`src/rtl/quantized_fractional_delay_line_core_macros.svh`:
```
// Assertion macros used by the delay line RTL.
`ifndef QUANTIZED_FRACTIONAL_DELAY_LINE_CORE_MACROS_SVH
`define QUANTIZED_FRACTIONAL_DELAY_LINE_CORE_MACROS_SVH

// The consequent must hold in the same cycle as the antecedent.
`define QFDL_ASSERT_SAME(label, clk, rst_n, ante, cons, msg) \
    label: assert property (@(posedge clk) disable iff (!(rst_n)) (ante) |-> (cons)) \
        else $error(msg);

// The consequent must hold in the cycle after the antecedent.
`define QFDL_ASSERT_NEXT(label, clk, rst_n, ante, cons, msg) \
    label: assert property (@(posedge clk) disable iff (!(rst_n)) (ante) |=> (cons)) \
        else $error(msg);

`endif

```
`src/rtl/qfdl_pkg.sv`:
```
// ----------------------------------------------------------------------------
// qfdl_pkg
// Types, codes and widths shared by the fractional delay line modules.
// ----------------------------------------------------------------------------
package qfdl_pkg;

    localparam int ADDR_W    = 16;
    localparam int DEPTH     = 65536;
    localparam int LEN_W     = 17;
    localparam int FRAC_W    = 16;
    localparam int DELAY_W   = 32;
    localparam int SMP_W     = 32;
    localparam int ACC_W     = 40;
    localparam int MULF_W    = FRAC_W + 1;
    localparam int PROD_W    = ACC_W + MULF_W;
    localparam int CRUSH_W   = 5;
    localparam int CRUSH_OFF = 24;
    localparam int MOD_W     = 17;
    localparam int MOD_CNT_W = 5;
    localparam int CMD_W     = 3;
    localparam int CFG_IDX_W = 2;

    localparam logic [CMD_W-1:0] CMD_WRITE     = 3'd0;
    localparam logic [CMD_W-1:0] CMD_READ      = 3'd1;
    localparam logic [CMD_W-1:0] CMD_LOOP_READ = 3'd2;
    localparam logic [CMD_W-1:0] CMD_LOOP_ADV  = 3'd3;
    localparam logic [CMD_W-1:0] CMD_CLEAR     = 3'd4;

    localparam logic [CFG_IDX_W-1:0] REG_FORMAT = 2'd0;
    localparam logic [CFG_IDX_W-1:0] REG_LENGTH = 2'd1;
    localparam logic [CFG_IDX_W-1:0] REG_CRUSH  = 2'd2;

    typedef enum logic [4:0] {
        S_INIT, S_IDLE, S_WR_ENC, S_WR_MEM, S_ADV, S_CLR, S_SPAN,
        S_M_LB, S_L_POS, S_M_POS, S_M_DLY, S_R_POS, S_L_R, S_M_FIN,
        S_TA, S_TD, S_COEF, S_MUL, S_ACC, S_FINAL
    } t_state;

    typedef enum logic [1:0] {MA_LBEG, MA_POS, MA_DHI, MA_SUM} t_mod_a;
    typedef enum logic [1:0] {MD_LBM, MD_PM, MD_DMOD, MD_I0} t_mod_dst;

    typedef struct packed {
        logic     accept;
        logic     clr_en;
        logic     clr_all;
        logic     wr_enc;
        logic     wr_mem;
        logic     adv;
        logic     span_calc;
        logic     mod_go;
        t_mod_a   mod_a;
        logic     mod_span;
        t_mod_dst mod_dst;
        logic     plain_pos;
        logic     loop_pos;
        logic     loop_r;
        logic     tap_rd;
        logic     tap_cap;
        logic     coef;
        logic     mul;
        logic     acc_step;
        logic     final_ld;
    } t_ctrl;

    typedef struct packed {
        logic span_ok;
        logic loop;
        logic catmull;
        logic clr_last;
        logic mod_done;
        logic mod_busy;
        logic tap_last;
        logic step_last;
        logic out_free;
    } t_stat;

endpackage

```
`src/rtl/qfdl_ctrl.sv`:
```
// ----------------------------------------------------------------------------
// qfdl_ctrl
// Sequencer that steps the datapath through each request.
// ----------------------------------------------------------------------------
module qfdl_ctrl (
    input  logic                       i_clk,
    input  logic                       i_rst_n,
    input  logic                       i_in_valid,
    input  logic [qfdl_pkg::CMD_W-1:0] i_cmd,
    input  qfdl_pkg::t_stat            i_stat,
    output qfdl_pkg::t_ctrl            o_ctrl,
    output logic                       o_in_ready
);

    qfdl_pkg::t_state r_state, n_state;

    always_ff @(posedge i_clk) begin
        if (!i_rst_n) begin
            r_state <= qfdl_pkg::S_INIT;
        end else begin
            r_state <= n_state;
        end
    end

    always_comb begin
        n_state = r_state;
        unique case (r_state)
            qfdl_pkg::S_INIT: begin
                if (i_stat.clr_last) n_state = qfdl_pkg::S_IDLE;
            end
            qfdl_pkg::S_IDLE: begin
                if (i_in_valid) begin
                    unique case (i_cmd)
                        qfdl_pkg::CMD_WRITE:     n_state = qfdl_pkg::S_WR_ENC;
                        qfdl_pkg::CMD_LOOP_ADV:  n_state = qfdl_pkg::S_ADV;
                        qfdl_pkg::CMD_CLEAR:     n_state = qfdl_pkg::S_CLR;
                        qfdl_pkg::CMD_READ:      n_state = qfdl_pkg::S_SPAN;
                        qfdl_pkg::CMD_LOOP_READ: n_state = qfdl_pkg::S_SPAN;
                        default:                 n_state = qfdl_pkg::S_IDLE;
                    endcase
                end
            end
            qfdl_pkg::S_WR_ENC: n_state = qfdl_pkg::S_WR_MEM;
            qfdl_pkg::S_WR_MEM: n_state = qfdl_pkg::S_IDLE;
            qfdl_pkg::S_ADV:    n_state = qfdl_pkg::S_IDLE;
            qfdl_pkg::S_CLR: begin
                if (i_stat.clr_last) n_state = qfdl_pkg::S_IDLE;
            end
            qfdl_pkg::S_SPAN: begin
                n_state = i_stat.span_ok ? qfdl_pkg::S_M_LB : qfdl_pkg::S_M_DLY;
            end
            qfdl_pkg::S_M_LB: begin
                if (i_stat.mod_done) n_state = qfdl_pkg::S_L_POS;
            end
            qfdl_pkg::S_L_POS: n_state = qfdl_pkg::S_M_POS;
            qfdl_pkg::S_M_POS: begin
                if (i_stat.mod_done) n_state = qfdl_pkg::S_M_DLY;
            end
            qfdl_pkg::S_M_DLY: begin
                if (i_stat.mod_done) begin
                    n_state = i_stat.loop ? qfdl_pkg::S_L_R : qfdl_pkg::S_R_POS;
                end
            end
            qfdl_pkg::S_R_POS: n_state = qfdl_pkg::S_TA;
            qfdl_pkg::S_L_R:   n_state = qfdl_pkg::S_M_FIN;
            qfdl_pkg::S_M_FIN: begin
                if (i_stat.mod_done) n_state = qfdl_pkg::S_TA;
            end
            qfdl_pkg::S_TA: n_state = qfdl_pkg::S_TD;
            qfdl_pkg::S_TD: begin
                if (!i_stat.tap_last) begin
                    n_state = qfdl_pkg::S_TA;
                end else begin
                    n_state = i_stat.catmull ? qfdl_pkg::S_COEF : qfdl_pkg::S_MUL;
                end
            end
            qfdl_pkg::S_COEF: n_state = qfdl_pkg::S_MUL;
            qfdl_pkg::S_MUL:  n_state = qfdl_pkg::S_ACC;
            qfdl_pkg::S_ACC: begin
                n_state = (i_stat.catmull && !i_stat.step_last) ? qfdl_pkg::S_MUL
                                                                : qfdl_pkg::S_FINAL;
            end
            qfdl_pkg::S_FINAL: begin
                if (i_stat.out_free) n_state = qfdl_pkg::S_IDLE;
            end
            default: n_state = qfdl_pkg::S_IDLE;
        endcase
    end

    always_comb begin
        o_ctrl         = '0;
        o_ctrl.mod_a   = qfdl_pkg::MA_LBEG;
        o_ctrl.mod_dst = qfdl_pkg::MD_LBM;
        o_in_ready     = 1'b0;
        unique case (r_state)
            qfdl_pkg::S_INIT: begin
                o_ctrl.clr_en  = 1'b1;
                o_ctrl.clr_all = 1'b1;
            end
            qfdl_pkg::S_IDLE: begin
                o_in_ready    = 1'b1;
                o_ctrl.accept = i_in_valid;
            end
            qfdl_pkg::S_WR_ENC:  o_ctrl.wr_enc = 1'b1;
            qfdl_pkg::S_WR_MEM:  o_ctrl.wr_mem = 1'b1;
            qfdl_pkg::S_ADV:     o_ctrl.adv = 1'b1;
            qfdl_pkg::S_CLR:     o_ctrl.clr_en = 1'b1;
            qfdl_pkg::S_SPAN:    o_ctrl.span_calc = 1'b1;
            qfdl_pkg::S_M_LB: begin
                o_ctrl.mod_go  = 1'b1;
                o_ctrl.mod_a   = qfdl_pkg::MA_LBEG;
                o_ctrl.mod_dst = qfdl_pkg::MD_LBM;
            end
            qfdl_pkg::S_L_POS:   o_ctrl.loop_pos = 1'b1;
            qfdl_pkg::S_M_POS: begin
                o_ctrl.mod_go   = 1'b1;
                o_ctrl.mod_a    = qfdl_pkg::MA_POS;
                o_ctrl.mod_span = 1'b1;
                o_ctrl.mod_dst  = qfdl_pkg::MD_PM;
            end
            qfdl_pkg::S_M_DLY: begin
                o_ctrl.mod_go   = 1'b1;
                o_ctrl.mod_a    = qfdl_pkg::MA_DHI;
                o_ctrl.mod_span = i_stat.loop;
                o_ctrl.mod_dst  = qfdl_pkg::MD_DMOD;
            end
            qfdl_pkg::S_R_POS:   o_ctrl.plain_pos = 1'b1;
            qfdl_pkg::S_L_R:     o_ctrl.loop_r = 1'b1;
            qfdl_pkg::S_M_FIN: begin
                o_ctrl.mod_go  = 1'b1;
                o_ctrl.mod_a   = qfdl_pkg::MA_SUM;
                o_ctrl.mod_dst = qfdl_pkg::MD_I0;
            end
            qfdl_pkg::S_TA:      o_ctrl.tap_rd = 1'b1;
            qfdl_pkg::S_TD:      o_ctrl.tap_cap = 1'b1;
            qfdl_pkg::S_COEF:    o_ctrl.coef = 1'b1;
            qfdl_pkg::S_MUL:     o_ctrl.mul = 1'b1;
            qfdl_pkg::S_ACC:     o_ctrl.acc_step = 1'b1;
            qfdl_pkg::S_FINAL:   o_ctrl.final_ld = i_stat.out_free;
            default: ;
        endcase
    end

endmodule

```
`config.mk`:
```
export PLATFORM = sky130hd
export DESIGN_NAME = qfdl_ctrl
export DESIGN_NICKNAME = d
export VERILOG_FILES = /design/src/rtl/quantized_fractional_delay_line_core_macros.svh /design/src/rtl/qfdl_pkg.sv /design/src/rtl/qfdl_ctrl.sv
export SDC_FILE = /design/constraint.sdc
export NUM_CORES = 1
export LEC_CHECK = 0
export ABC_CLOCK_PERIOD_IN_PS = 1950
export BUFFER_PORTS_ARGS = -buffer_cell sky130_fd_sc_hd__buf_4
export CORE_ASPECT_RATIO = 1.4
export CORE_MARGIN = 1
export CORE_UTILIZATION = 47
export CTS_CLUSTER_SIZE = 16
export DETAILED_ROUTE_END_ITERATION = 12
export PLACE_DENSITY = 0.8
export SLEW_MARGIN = 20
export SYNTH_ARGS = -nofsm -noshare
export SYNTH_HDL_FRONTEND = slang
export SYNTH_SLANG_ARGS = --single-unit
```
`constraint.sdc`:
```
create_clock -name i_clk -period 1.95 [get_ports i_clk]
set_input_delay 0.4875 -clock i_clk [delete_from_list [all_inputs] [get_ports i_clk]]
set_output_delay 0.4875 -clock i_clk [all_outputs]
set_load 0.01 [all_outputs]
```
==> impl_metrics.py <==
metrics = {
    "clock_network": {
        "cts_buffers": 3,
        "ctsHtreeMaxLevel": 1,
        "clk_pin_slew_worst_paths_ps": 50,
        "post_cts_buffers": 0,
        "cts_sinks": 5,
        "cts_tree": "yes",
        "cts_hold_buf": 0,
        "clock_latency_ps": 240,
        "clock_path_buffers": 2,
        "root_buffer": "clkbuf_4",
    },
    "floorplanning": {
        "io_pins": 38,
        "initial_core_util_pct": 52.4,
        "die_y_um": 52.6,
        "core_area_sq_um": 1640,
        "dieArea_sq_um": 2000,
        "rows": 17,
        "die_w_um": 38.1,
    },
    "sta": {
        "setup_ws_ps": 62.3,
        "fin_crit_ps": 1890,
        "finalSetupViolations": 0,
        "finalMaxSlewViolations": 0,
        "finalClockSkew_ps": 3.21,
        "clock.fmax_mhz": 530,
        "hold_violations": 0,
        "setup_tns_ps": 0,
        "rsz0062_at_grt": "true",
        "timing.slew.headroom_pct": 75.4,
        "worstMarginPinSlew_ps": 368,
        "min_period_over_period_pct": 96.8,
    },
    "detailed_routing": {
        "drc": 0,
        "drt_first_iter_violations": 32,
        "ant_nets": 0,
        "finalWirelength_um": 2710,
        "wl_per_cell_um": 15.3,
        "via_count": 1105,
        "vias_per_cell": 6.24,
        "dr.pass1.iters": 4,
    },
    "layout": {
        "n_fill_cell": 126,
        "final_net_count": 174,
        "largest_reg_flops": 5,
        "top_register": "r_state",
        "area_delta_synth_final_pct": 43.6,
        "antenna_cells": 0,
        "final_util_pct": 75.2,
        "drive_above_1_share_pct": 45.6,
        "top_regs": "r_state (5)",
    },
    "synthesis": {
        "synth.distinct_cells": 49,
        "yosysTopAreaCell": "dfxtp_1",
        "syn-num-nets": 132,
        "ys.warnings.count": 0,
        "synth_area_per_cell_sq_um": 7.34,
        "synth-main-ff-cell": "dfxtp_1",
        "netlist.area_leader.share_pct": 11.7,
        "synth_seq_cells": 5,
        "syn_area_sq_um": 858,
        "yosysSeqAreaShare_pct": 11.7,
        "synth-edff-count": 0,
        "yosys-top-cells-area": "dfxtp_1 12%, nor2_1 8.3%, buf_6 5.2%, a311oi_1 4.1%, nor3_1 3.5%",
        "syn_inst": 117,
        "async_flop_share_pct": 0,
    },
    "flow_run": {
        "maxCapViolations": 0,
    },
    "global_routing": {
        "grt_pass1_vias": 973,
        "grt_max_degree": 19,
        "grt-ovfl-total": 0,
        "grt_antenna_before_repair": 0,
        "grtUsageTotal_pct": 28.6,
        "grt_pass1_wl_um": 4110,
    },
    "worst_setup_path": {
        "cp_num_cells": 3,
        "path_buf_inv": 1,
        "path_cells": "and4b_2, o31a_1, buf_4",
        "cp-start-kind": "flop",
        "end_kind": "output pin",
        "cp_slowest_stage_delay_ps": 430,
        "path_class": "reg2out",
        "cp.required_ps": 1460,
        "slowest_stage": "dfxtp_1",
        "cp.arrival_ps": 1400,
        "critPathMaxFanout": 7,
        "r2r_cells": 4,
        "path_delay_family": "flip-flops",
    },
    "min_path": {
        "hold_class": "in2reg",
        "hold_depth": 3,
    },
    "placed_design": {
        "io_buffer_count": 36,
        "dp_slack_ps": 105,
        "dpl.hpwl_um": 1990,
        "gp_congestion": 0.857,
    },
    "power": {
        "power.total_mw": 1.39,
        "ir_worst_vdd_mv": 0.926,
        "p_leak_nw": 0.507,
        "power.density_nw_per_um2": 1130,
    },
    "outcome": {
        "status": "complete, no violations",
    },
}
[layer usage]
metal / vias to the layer above / GRT usage [%] / share of wire (%)
li1: 519 / - / -
met1: 533 / 32.7 / 39
met2: 47 / 48.0 / 54
met3: 6 / 3.83 / 5.1
met4: 0 / 17.3 / 2.1
met5: - / 0 / 0
[worst paths after layout]
check | start | end | slack (ps)
setup / recovery | r_state[3] | o_ctrl[14] | 60
hold / removal | i_stat[2] | r_state[4] | 540
hold reg to reg | r_state[2] | r_state[2] | 630
setup reg to reg | r_state[1] | r_state[2] | 240
[metrics by stage]
step / hold slack [ps] / area (sq um) / cells
3_3_place_gp: 653 / 1160 / 173
4_1_cts: 522 / 1200 / 177
6_report: 536 / 1230 / 177
2_1_floorplan: 620 / 858 / 117
3_5_place_dp: 671 / 1160 / 173
5_1_grt: 541 / 1230 / 177
[synthesized netlist by cell type, drive strengths merged (2+ instances only)]
master / number
buf: 10
or3b: 2
or3: 3
a21oi: 4
and2: 2
a32oi: 2
nand2: 6
nand3b: 4
nor2: 19
o22a: 2
nor3: 6
o21ai: 4
o32ai: 2
inv: 5
nand2b: 4
nor2b: 4
dfxtp: 5
a311oi: 4
a31oi: 3
xnor2: 2
[power breakdown]
group | switching (mW) | internal [mW] | total, mW | leakage (nW)
Sequential | 0.0873 | 0.150 | 0.237 | 0.0433
Combinational | 0.510 | 0.528 | 1.04 | 0.446
Clock | 0.0443 | 0.0743 | 0.119 | 0.0177
Total | 0.642 | 0.752 | 1.39 | 0.507
[layout make-up]
cell class                      count  area (sq um)  area share, %
Clock buffer                        3          22.5           1.83
Clock inverter                      1          5.00          0.406
Inverter                            5          18.8           1.52
Multi-Input combinational cell     96           673           54.6
Sequential cell                     5           113           9.14
Tap cell                           19          23.8           1.93
Timing Repair Buffer               48           377           30.6
[tightest hold or removal path: stages]
cell	delay, ps
buf_4	100
a32oi_1	50
nor2_1	100
[what timing repair did]
item | CTS | global route
pin swaps | 0 | 1
cloned | 0 | 0
gates resized for setup | 5 | 10
setup endpoints to repair | 10 | 11
[kinds of logic (layout without fill, tap and decap cells)]
logic type / Yosys count / count (layout) / synth area share, %
multiplexers: 1 / 1 / 1.17
adder cells (fa/ha/maj): 1 / 1 / 1.31
buffers and inverters: 16 / 57 / 13.1
XOR/XNOR: 3 / 3 / 3.06
flip-flops: 5 / 5 / 11.7
AND/OR/NAND/NOR: 59 / 59 / 39.2
AO/OA/AOI/OAI: 32 / 32 / 30.5
[placed cells by master, fill, tap and decap left out, types with 2 or more instances in the layout]
| cell type | Yosys | final |
|---|---|---|
| xnor2_1 | 2 | 2 |
| nor3_1 | 6 | 4 |
| nor3_2 | 0 | 2 |
| a31oi_1 | 3 | 3 |
| buf_4 | 2 | 46 |
| or3_4 | 1 | 2 |
| nor2b_1 | 4 | 4 |
| nand2b_1 | 4 | 4 |
| nand2_1 | 6 | 6 |
| a311oi_1 | 4 | 4 |
| a32oi_1 | 2 | 2 |
| o21ai_0 | 4 | 4 |
| nand3b_1 | 4 | 4 |
| and2_1 | 2 | 2 |
| clkbuf_4 | 0 | 3 |
| dfxtp_4 | 0 | 3 |
| inv_1 | 5 | 5 |
| a21oi_1 | 4 | 4 |
| nor2_1 | 19 | 17 |
| o32ai_1 | 2 | 2 |
Power figures use the tool's default switching activity.
